$ cat src/sv/psev_pkg.sv
`default_nettype none
// ----------------------------------------------------------------------------
// psev_pkg
// Shared codes and types for the postfix stack evaluator.
// ----------------------------------------------------------------------------
package psev_pkg;

  typedef enum logic [2:0] {
    OP_ADD = 3'd0,
    OP_SUB = 3'd1,
    OP_MUL = 3'd2,
    OP_DIV = 3'd3,
    OP_REM = 3'd4,
    OP_POW = 3'd5
  } op_e;

  typedef struct packed {
    logic done;
    logic div0;
  } alu_status_t;

endpackage
`default_nettype wire

$ cat src/sv/postfix_stack_evaluator.sv
`default_nettype none
// ----------------------------------------------------------------------------
// postfix_stack_evaluator
// Evaluates postfix integer expressions on an operand stack held in memory.
//
// Channel  Dir  tdata                                  tuser / tlast
// s_axis   in   [30:0] number_value, [33:31] op_code   tuser req_type, tlast last_token
// m_axis   out  [31:0] final_value                     tuser [0] underflow, [1] overflow,
//                                                      [2] divide by zero
//
// A number token is pushed as it is accepted. An operator token pops two
// operands (POP_B, POP_A), reads the first (GET_A) and waits in CALC for the
// arithmetic unit before it pushes the result. A last token adds the final
// pop (POP_R) and the emit (EMIT). No clearing pass follows reset. The input
// stalls while a token is in work; EMIT waits until the output register is free.
// ----------------------------------------------------------------------------
module postfix_stack_evaluator #(
  parameter int unsigned STACK_DEPTH = 64,
  parameter int unsigned DATA_WIDTH  = 32
) (
  input  wire         clk_i,
  input  wire         rst_ni,
  input  wire         s_axis_tvalid_i,
  output logic        s_axis_tready_o,
  input  wire  [39:0] s_axis_tdata_i,   // [30:0] number_value, [33:31] op_code
  input  wire         s_axis_tuser_i,   // req_type
  input  wire         s_axis_tlast_i,   // last_token
  output logic        m_axis_tvalid_o,
  input  wire         m_axis_tready_i,
  output logic [31:0] m_axis_tdata_o,   // final_value
  output logic [2:0]  m_axis_tuser_o    // underflow, overflow, divide by zero
);
  import psev_pkg::*;

  localparam int unsigned AW = $clog2(STACK_DEPTH);
  localparam int unsigned CW = $clog2(STACK_DEPTH + 1);

  localparam logic [2:0] S_IDLE  = 3'd0;
  localparam logic [2:0] S_POP_B = 3'd1;
  localparam logic [2:0] S_POP_A = 3'd2;
  localparam logic [2:0] S_GET_A = 3'd3;
  localparam logic [2:0] S_CALC  = 3'd4;
  localparam logic [2:0] S_POP_R = 3'd5;
  localparam logic [2:0] S_EMIT  = 3'd6;

  localparam logic REQ_NUMBER = 1'b0;

  logic [2:0]            state_q;
  logic [CW-1:0]         count_q;
  logic                  under_q, over_q, div0_q;
  logic                  pop_empty_q;
  logic [2:0]            op_q;
  logic                  last_q;
  logic [DATA_WIDTH-1:0] b_q;
  logic                  m_valid_q;
  logic [31:0]           m_data_q;
  logic [2:0]            m_user_q;

  logic                  accept, is_empty, is_full, pop_now, push_now;
  logic [DATA_WIDTH-1:0] push_val, rdata, pop_val;
  logic [DATA_WIDTH+30:0] num_ext;
  logic [DATA_WIDTH+31:0] out_ext;
  logic                  alu_start;
  logic [DATA_WIDTH-1:0] alu_res;
  alu_status_t           alu_st;

  assign accept   = s_axis_tvalid_i && s_axis_tready_o;
  assign is_empty = (count_q == '0);
  assign is_full  = (count_q == CW'(STACK_DEPTH));
  assign pop_now  = (state_q == S_POP_B) || (state_q == S_POP_A) || (state_q == S_POP_R);
  assign push_now = (accept && (s_axis_tuser_i == REQ_NUMBER))
                 || ((state_q == S_CALC) && alu_st.done);
  assign num_ext  = {{DATA_WIDTH{1'b0}}, s_axis_tdata_i[30:0]};
  assign push_val = (state_q == S_CALC) ? alu_res : num_ext[DATA_WIDTH-1:0];
  assign pop_val  = pop_empty_q ? '0 : rdata;
  assign out_ext  = {{32{pop_val[DATA_WIDTH-1]}}, pop_val};
  assign alu_start = (state_q == S_GET_A);

  psev_stack_ram #(
    .DEPTH (STACK_DEPTH),
    .WIDTH (DATA_WIDTH)
  ) u_ram (
    .clk_i   (clk_i),
    .we_i    (push_now && !is_full),
    .waddr_i (count_q[AW-1:0]),
    .wdata_i (push_val),
    .re_i    (pop_now && !is_empty),
    .raddr_i (AW'(count_q - CW'(1))),
    .rdata_o (rdata)
  );

  psev_alu #(
    .WIDTH (DATA_WIDTH)
  ) u_alu (
    .clk_i    (clk_i),
    .rst_ni   (rst_ni),
    .start_i  (alu_start),
    .op_i     (op_q),
    .a_i      (pop_val),
    .b_i      (b_q),
    .result_o (alu_res),
    .status_o (alu_st)
  );

  always_ff @(posedge clk_i or negedge rst_ni) begin
    if (!rst_ni) begin
      state_q     <= S_IDLE;
      count_q     <= '0;
      under_q     <= 1'b0;
      over_q      <= 1'b0;
      div0_q      <= 1'b0;
      pop_empty_q <= 1'b0;
      m_valid_q   <= 1'b0;
    end else begin
      if (m_axis_tready_i) begin
        m_valid_q <= 1'b0;
      end
      if (push_now) begin
        if (is_full) begin
          over_q <= 1'b1;
        end else begin
          count_q <= count_q + CW'(1);
        end
      end
      if (pop_now) begin
        pop_empty_q <= is_empty;
        if (is_empty) begin
          under_q <= 1'b1;
        end else begin
          count_q <= count_q - CW'(1);
        end
      end
      case (state_q)
        S_IDLE: begin
          if (accept) begin
            op_q   <= s_axis_tdata_i[33:31];
            last_q <= s_axis_tlast_i;
            if (s_axis_tuser_i == REQ_NUMBER) begin
              state_q <= s_axis_tlast_i ? S_POP_R : S_IDLE;
            end else begin
              state_q <= S_POP_B;
            end
          end
        end
        S_POP_B: state_q <= S_POP_A;
        S_POP_A: begin
          b_q     <= pop_val;
          state_q <= S_GET_A;
        end
        S_GET_A: state_q <= S_CALC;
        S_CALC: begin
          if (alu_st.done) begin
            if (alu_st.div0) begin
              div0_q <= 1'b1;
            end
            state_q <= last_q ? S_POP_R : S_IDLE;
          end
        end
        S_POP_R: state_q <= S_EMIT;
        S_EMIT: begin
          if (!m_valid_q || m_axis_tready_i) begin
            m_valid_q <= 1'b1;
            m_data_q  <= out_ext[31:0];
            m_user_q  <= {div0_q, over_q, under_q};
            count_q   <= '0;
            under_q   <= 1'b0;
            over_q    <= 1'b0;
            div0_q    <= 1'b0;
            state_q   <= S_IDLE;
          end
        end
        default: state_q <= S_IDLE;
      endcase
    end
  end

  assign s_axis_tready_o = (state_q == S_IDLE);
  assign m_axis_tvalid_o = m_valid_q;
  assign m_axis_tdata_o  = m_data_q;
  assign m_axis_tuser_o  = m_user_q;

  logic unused_pad;
  assign unused_pad = ^s_axis_tdata_i[39:34];

endmodule
`default_nettype wire

$ cat src/sv/psev_stack_ram.sv
`default_nettype none
// ----------------------------------------------------------------------------
// psev_stack_ram
// Operand stack storage: one write port, one read port, registered read data.
// ----------------------------------------------------------------------------
module psev_stack_ram #(
  parameter int unsigned DEPTH = 64,
  parameter int unsigned WIDTH = 32
) (
  input  wire                      clk_i,
  input  wire                      we_i,
  input  wire  [$clog2(DEPTH)-1:0] waddr_i,
  input  wire  [WIDTH-1:0]         wdata_i,
  input  wire                      re_i,
  input  wire  [$clog2(DEPTH)-1:0] raddr_i,
  output logic [WIDTH-1:0]         rdata_o
);

  logic [WIDTH-1:0] mem_q [DEPTH];
  logic [WIDTH-1:0] rdata_q;

  always_ff @(posedge clk_i) begin
    if (we_i) begin
      mem_q[waddr_i] <= wdata_i;
    end
  end

  always_ff @(posedge clk_i) begin
    if (re_i) begin
      rdata_q <= mem_q[raddr_i];
    end
  end

  assign rdata_o = rdata_q;

endmodule
`default_nettype wire

$ cat src/sv/psev_alu.sv
`default_nettype none
// ----------------------------------------------------------------------------
// psev_alu
// Multi-cycle arithmetic unit: add and subtract in one step, multiply by
// byte-serial partial products, restoring divide, and square-and-multiply power.
// ----------------------------------------------------------------------------
module psev_alu #(
  parameter int unsigned WIDTH = 32
) (
  input  wire                      clk_i,
  input  wire                      rst_ni,
  input  wire                      start_i,
  input  wire  [2:0]               op_i,
  input  wire  [WIDTH-1:0]         a_i,
  input  wire  [WIDTH-1:0]         b_i,
  output logic [WIDTH-1:0]         result_o,
  output psev_pkg::alu_status_t    status_o
);
  import psev_pkg::*;

  localparam int unsigned NCH = (WIDTH + 7) / 8;
  localparam int unsigned CHW = (NCH > 1) ? $clog2(NCH) : 1;
  localparam int unsigned BW  = $clog2(WIDTH);

  localparam logic [1:0] M_IDLE = 2'd0;
  localparam logic [1:0] M_MUL  = 2'd1;
  localparam logic [1:0] M_DIV  = 2'd2;
  localparam logic [1:0] M_PWR  = 2'd3;

  logic [1:0]       mode_q;
  logic             done_q, div0_q;
  logic [WIDTH-1:0] res_q;
  logic [CHW-1:0]   chunk_q;
  logic [BW-1:0]    bit_q;
  logic [WIDTH-1:0] m1x_q, m1y_q, m2x_q, m2y_q, p1_q, p2_q;
  logic [WIDTH-1:0] acc_q, exp_q;
  logic [WIDTH-1:0] rem_q, quo_q, dvs_q;
  logic             neg_q, is_div_q;

  logic [WIDTH+7:0] prod1, prod2;
  logic [WIDTH-1:0] p1_sum, p2_sum, acc_nx;
  logic [WIDTH:0]   rem_sh;
  logic             rem_ge;
  logic [WIDTH-1:0] rem_nx, quo_nx, mag_a, mag_b;
  logic             neg_a, neg_b;
  logic [WIDTH-1:0] all_ones;

  assign all_ones = '1;
  assign neg_a = a_i[WIDTH-1];
  assign neg_b = b_i[WIDTH-1];
  assign mag_a = neg_a ? (~a_i + WIDTH'(1)) : a_i;
  assign mag_b = neg_b ? (~b_i + WIDTH'(1)) : b_i;

  assign prod1  = {8'd0, m1x_q} * {{WIDTH{1'b0}}, m1y_q[7:0]};
  assign prod2  = {8'd0, m2x_q} * {{WIDTH{1'b0}}, m2y_q[7:0]};
  assign p1_sum = p1_q + prod1[WIDTH-1:0];
  assign p2_sum = p2_q + prod2[WIDTH-1:0];
  assign acc_nx = exp_q[0] ? p1_sum : acc_q;

  assign rem_sh = {rem_q, quo_q[WIDTH-1]};
  assign rem_ge = rem_sh >= {1'b0, dvs_q};
  assign rem_nx = rem_ge ? WIDTH'(rem_sh - {1'b0, dvs_q}) : rem_sh[WIDTH-1:0];
  assign quo_nx = {quo_q[WIDTH-2:0], rem_ge};

  always_ff @(posedge clk_i or negedge rst_ni) begin
    if (!rst_ni) begin
      mode_q <= M_IDLE;
      done_q <= 1'b0;
      div0_q <= 1'b0;
    end else begin
      done_q <= 1'b0;
      case (mode_q)
        M_IDLE: begin
          if (start_i) begin
            div0_q <= 1'b0;
            case (op_i)
              OP_ADD: begin
                res_q  <= a_i + b_i;
                done_q <= 1'b1;
              end
              OP_SUB: begin
                res_q  <= a_i - b_i;
                done_q <= 1'b1;
              end
              OP_MUL: begin
                m1x_q   <= a_i;
                m1y_q   <= b_i;
                p1_q    <= '0;
                chunk_q <= CHW'(NCH - 1);
                mode_q  <= M_MUL;
              end
              OP_DIV, OP_REM: begin
                if (b_i == '0) begin
                  res_q  <= '0;
                  div0_q <= 1'b1;
                  done_q <= 1'b1;
                end else begin
                  rem_q    <= '0;
                  quo_q    <= mag_a;
                  dvs_q    <= mag_b;
                  is_div_q <= (op_i == OP_DIV);
                  neg_q    <= (op_i == OP_DIV) ? (neg_a ^ neg_b) : neg_a;
                  bit_q    <= BW'(WIDTH - 1);
                  mode_q   <= M_DIV;
                end
              end
              OP_POW: begin
                if (neg_b) begin
                  done_q <= 1'b1;
                  if (a_i == WIDTH'(1)) begin
                    res_q <= WIDTH'(1);
                  end else if (a_i == all_ones) begin
                    res_q <= b_i[0] ? all_ones : WIDTH'(1);
                  end else begin
                    res_q  <= '0;
                    div0_q <= (a_i == '0);
                  end
                end else begin
                  acc_q   <= WIDTH'(1);
                  exp_q   <= b_i;
                  m1x_q   <= WIDTH'(1);
                  m1y_q   <= a_i;
                  m2x_q   <= a_i;
                  m2y_q   <= a_i;
                  p1_q    <= '0;
                  p2_q    <= '0;
                  chunk_q <= CHW'(NCH - 1);
                  bit_q   <= BW'(WIDTH - 1);
                  mode_q  <= M_PWR;
                end
              end
              default: begin
                res_q  <= '0;
                done_q <= 1'b1;
              end
            endcase
          end
        end
        M_MUL: begin
          p1_q  <= p1_sum;
          m1x_q <= m1x_q << 8;
          m1y_q <= m1y_q >> 8;
          if (chunk_q == '0) begin
            res_q  <= p1_sum;
            done_q <= 1'b1;
            mode_q <= M_IDLE;
          end else begin
            chunk_q <= chunk_q - CHW'(1);
          end
        end
        M_DIV: begin
          rem_q <= rem_nx;
          quo_q <= quo_nx;
          if (bit_q == '0) begin
            if (is_div_q) begin
              res_q <= neg_q ? (~quo_nx + WIDTH'(1)) : quo_nx;
            end else begin
              res_q <= neg_q ? (~rem_nx + WIDTH'(1)) : rem_nx;
            end
            done_q <= 1'b1;
            mode_q <= M_IDLE;
          end else begin
            bit_q <= bit_q - BW'(1);
          end
        end
        M_PWR: begin
          if (chunk_q == '0) begin
            acc_q   <= acc_nx;
            exp_q   <= exp_q >> 1;
            m1x_q   <= acc_nx;
            m1y_q   <= p2_sum;
            m2x_q   <= p2_sum;
            m2y_q   <= p2_sum;
            p1_q    <= '0;
            p2_q    <= '0;
            chunk_q <= CHW'(NCH - 1);
            if (bit_q == '0) begin
              res_q  <= acc_nx;
              done_q <= 1'b1;
              mode_q <= M_IDLE;
            end else begin
              bit_q <= bit_q - BW'(1);
            end
          end else begin
            p1_q    <= p1_sum;
            p2_q    <= p2_sum;
            m1x_q   <= m1x_q << 8;
            m1y_q   <= m1y_q >> 8;
            m2x_q   <= m2x_q << 8;
            m2y_q   <= m2y_q >> 8;
            chunk_q <= chunk_q - CHW'(1);
          end
        end
        default: mode_q <= M_IDLE;
      endcase
    end
  end

  assign result_o      = res_q;
  assign status_o.done = done_q;
  assign status_o.div0 = div0_q;

endmodule
`default_nettype wire
$ cat config.mk
export PLATFORM = sky130hd
export DESIGN_NAME = postfix_stack_evaluator
export DESIGN_NICKNAME = d
export VERILOG_FILES = /design/src/sv/psev_pkg.sv /design/src/sv/postfix_stack_evaluator.sv /design/src/sv/psev_stack_ram.sv /design/src/sv/psev_alu.sv
export SDC_FILE = /design/constraint.sdc
export NUM_CORES = 2
export LEC_CHECK = 0
export BUFFER_PORTS_ARGS = -buffer_cell sky130_fd_sc_hd__buf_4
export CELL_PAD_IN_SITES_DETAIL_PLACEMENT = 1
export CELL_PAD_IN_SITES_GLOBAL_PLACEMENT = 1
export CORE_AREA = 2 2 595 597
export CTS_CLUSTER_DIAMETER = 100
export DETAILED_ROUTE_END_ITERATION = 7
export DIE_AREA = 0 0 597 599
export PLACE_DENSITY = 0.55
export SLEW_MARGIN = 20
export SYNTH_ARGS = -nofsm -noshare
export SYNTH_HDL_FRONTEND = slang
export SYNTH_SLANG_ARGS = --single-unit
$ cat constraint.sdc
create_clock -name clk_i -period 7.4 [get_ports clk_i]
set_input_delay 0.74 -clock clk_i [delete_from_list [all_inputs] [get_ports clk_i]]
set_output_delay 0.74 -clock clk_i [all_outputs]
set_load 0.005 [all_outputs]
==> flow_metrics.py <==
metrics = {
    "sta": {
        "fin_crit_sh_pct": 92.4,
        "hold_violations": 0,
        "rsz0062_at_grt": "false",
        "fin_skew_ns": 0.0521,
        "post-route-min-period_ns": 6.84,
        "slew_headroom_pct": 22.1,
        "setup_tns_ns": 0,
        "tightestPinTransition_ns": 1.16,
        "timing.hold.ws_ns": 0.119,
        "timing.fmax_mhz": 146,
        "finalSetupViolCount": 0,
        "finalMaxSlewViolations": 0,
    },
    "power_and_ir_drop": {
        "power_density_nw_per_um2": 386,
        "vdd_drop_max_v": 0.000473,
        "p_leak_nw": 47.7,
    },
    "critical_path": {
        "max_stage_delay_ns": 0.84,
        "critPathRequiredTime_ns": 8.02,
        "reg2reg_from": "u_alu.m1y_q[5]$_DFFE_PP_",
        "critical-path-top-delay-family": "compound AO/OA/AOI/OAI gates",
        "critPathMaxFanout": 22,
        "end_kind": "register",
        "reg2reg_depth": 21,
        "crit_top_cell": "fa_1",
        "crit_buf_inv": 4,
        "r2r-end": "u_alu.m1x_q[29]$_DFFE_PP_",
        "crit_start": "u_alu.m1y_q[5]$_DFFE_PP_",
        "crit_end": "u_alu.m1x_q[29]$_DFFE_PP_",
        "slowest_stage": "edfxtp_1",
        "crit_chain": "buf_4 -> nand2_1 -> fa_1 -> fa_1 -> inv_1 -> fa_1 -> inv_1 -> fa_1 -> inv_1 -> ha_1 -> o21ai_0 -> nor2_1 -> a21oi_1 -> a31oi_1 -> a41oi_1 -> o311a_1 -> nor2b_1 -> o21ai_0 -> or2_2 -> o21ai_0 -> a221o_1",
        "startpoint_type": "register",
        "crit_type": "register to register",
        "cp.depth": 21,
        "crit_arrival_ns": 7.46,
        "r2r_slack_ns": 0.56,
    },
    "route": {
        "remaining_drc_errors": 0,
        "num_vias": 69600,
        "drt_iter0_markers": 5880,
        "drt_pass1_iterations": 6,
        "wl_um": 392000,
        "detail-route-antenna-nets": 0,
        "drt-wirelength-per-cell_um": 30.6,
        "via_per_inst": 5.42,
    },
    "cts": {
        "path_clk_slew_ns": 0.06,
        "h-tree-depth": 5,
        "cts_max_path_buffers": 4,
        "cts-root-buf": "clkbuf_16",
        "numCtsBuffers": 296,
        "cts_resized": 0,
        "tritoncts": "built",
        "clock_sinks": 2562,
        "clk_latency_ns": 0.91,
    },
    "run_status": {
        "run_status": "finished clean",
    },
    "layout": {
        "mostFrequentLayoutCell": "edfxtp_1",
        "layout-drive-gt1-share_pct": 19.1,
        "utilization_pct": 39.6,
        "seqCellArea_um2": 76800,
        "area_growth_pct": 13.9,
        "layout.nets": 8539,
        "nFillCells": 34900,
        "largest_reg_flops": 2048,
        "final_cell_area_um2": 139000,
        "multi_input_comb_area_um2": 42300,
        "regMostFlops": "u_ram.mem_q",
        "mostFrequentLayoutCells": "2543 x edfxtp_1, 673 x mux4_2, 610 x nand2_1, 599 x inv_1, 374 x fa_1",
    },
    "min_path": {
        "hp-class": "input port to register",
        "hold_depth": 1,
    },
    "floorplanning": {
        "ios": 83,
        "fp.coreArea_um2": 351000,
        "initial_core_util_pct": 34.8,
        "die-area_um2": 358000,
        "row_count": 218,
        "die_h_um": 599,
        "die_w_um": 597,
    },
    "placement": {
        "place_hpwl_um": 252000,
        "port_buffers": 76,
        "dpl-instance-area_um2": 130000,
        "gp_congestion": 0.867,
    },
    "job": {
        "maxCapViolations": 0,
    },
    "global_route": {
        "grt_first_pass_wirelength_um": 562000,
        "grt.overflow.total": 0,
        "track_usage_pct": 21.9,
        "grt_antenna_before_repair": 38,
        "grt_max_degree": 101,
        "grt_pass1_vias": 74800,
    },
    "yosys": {
        "synth-seq-area-share_pct": 62.8,
        "synth_nets": 8322,
        "ys_ff_latch": 2562,
        "ys.flop_type": "edfxtp_1",
        "ys_async_sr_fraction_pct": 0.742,
        "avgSynthCellArea_um2": 15.8,
        "ys_types": 105,
        "ys.warnings.count": 0,
        "syn_inst": 7747,
        "synth-edff-count": 2543,
        "syn_area_um2": 122000,
    },
}
## area by class of cell
| cell class | count | area share [%] |
|---|---|---|
| flip-flops and latches | 2562 | 55.2 |
| multi-input cells | 4188 | 30.4 |
| clock buffers | 378 | 5.61 |
| well taps | 4620 | 4.15 |
| repair buffers | 312 | 1.83 |
| inverters | 604 | 1.63 |
| clock inverters | 153 | 1.18 |
| diodes | 19 | 0.0341 |
## worst register-to-register path, stage by stage (launching register included)
cell      delay, ns
edfxtp_1       0.84
buf_4          0.29
nand2_1        0.08
fa_1           0.52
fa_1           0.51
inv_1          0.06
fa_1           0.48
inv_1          0.06
fa_1           0.48
inv_1          0.04
ha_1           0.31
o21ai_0        0.11
nor2_1         0.18
a21oi_1        0.13
a31oi_1        0.39
a41oi_1        0.37
o311a_1        0.46
nor2b_1        0.15
o21ai_0        0.40
or2_2          0.21
o21ai_0        0.10
a221o_1        0.39
## power by group
group / internal, mW / switching, mW / leakage, nW / total (mW)
registers: 17.5 / 0.537 / 23.4 / 18.0
clock network: 8.37 / 6.12 / 4.57 / 14.5
logic: 8.16 / 13.1 / 19.8 / 21.3
## layer usage
metal | wire length (um) | global-route usage, %
met1 | 161000 | 28.4
met3 | 17300 | 2.44
met2 | 201000 | 38.7
met4 | 12600 | 6.71
met5 | 61 | 0
## what timing repair did
item,CTS,global route
endpoints found under the hold margin,20,0
hold buffers,2,0
buffers inserted,0,1
setup endpoints to repair,0,1
## cell families after synthesis
group | Yosys count | synth area share, %
AOI/OAI and AO/OA | 927 | 4.74
muxes | 744 | 13.0
xor gates and xnor gates | 260 | 1.86
adders and majority gates | 529 | 7.71
DFF | 2562 | 62.8
buffers and inverters | 997 | 3.10
and+or+nand+nor | 1728 | 6.74
## cell usage after synthesis (all sizes together) (29+ instances only)
| library cell | count | area [um2] |
|---|---|---|
| nand2 | 617 | 2340 |
| o21ai | 244 | 1220 |
| edfxtp | 2543 | 76400 |
| a31oi | 48 | 307 |
| nor2 | 420 | 1580 |
| nand2b | 29 | 189 |
| and2 | 323 | 2020 |
| xnor2 | 149 | 1310 |
| fa | 374 | 7490 |
| mux4 | 673 | 15200 |
| buf | 85 | 368 |
| inv | 602 | 2260 |
| nand3 | 65 | 325 |
| clkbuf | 308 | 1160 |
| a21oi | 286 | 1440 |
| a211oi | 34 | 265 |
| mux2 | 36 | 405 |
| nor2b | 39 | 251 |
| mux2i | 35 | 350 |
| ha | 155 | 1940 |
| o31ai | 55 | 418 |
| nor3 | 68 | 350 |
| xor2 | 111 | 972 |
| a21o | 50 | 383 |
## stage by stage
step | power (mW) | instances | setup slack, ns
floorplan | 30.5 | 7747 | 0.340
global placement | 39.7 | 12300 | 0.480
detailed placement | 40.0 | 12300 | 0.339
CTS | 54.6 | 12800 | 0.306
global route | 55.8 | 12800 | 0.170
finish | 53.8 | 12800 | 0.561
## how the worst min path moves through the flow
stage                                   to  slack [ns]               start
3_5_place_dp   m_axis_tuser_o[1]$_DFFE_PP_        0.44    over_q$_DFF_PN0_
3_3_place_gp   m_axis_tuser_o[0]$_DFFE_PP_        0.44   under_q$_DFF_PN0_
6_report                 op_q[0]$_DFFE_PP_        0.12  s_axis_tdata_i[31]
2_1_floorplan  m_axis_tuser_o[0]$_DFFE_PP_        0.43   under_q$_DFF_PN0_
4_1_cts                  op_q[0]$_DFFE_PP_        0.05  s_axis_tdata_i[31]
5_1_grt                  op_q[1]$_DFFE_PP_        0.09  s_axis_tdata_i[32]
Note: power is estimated with default switching activity, not from simulation.
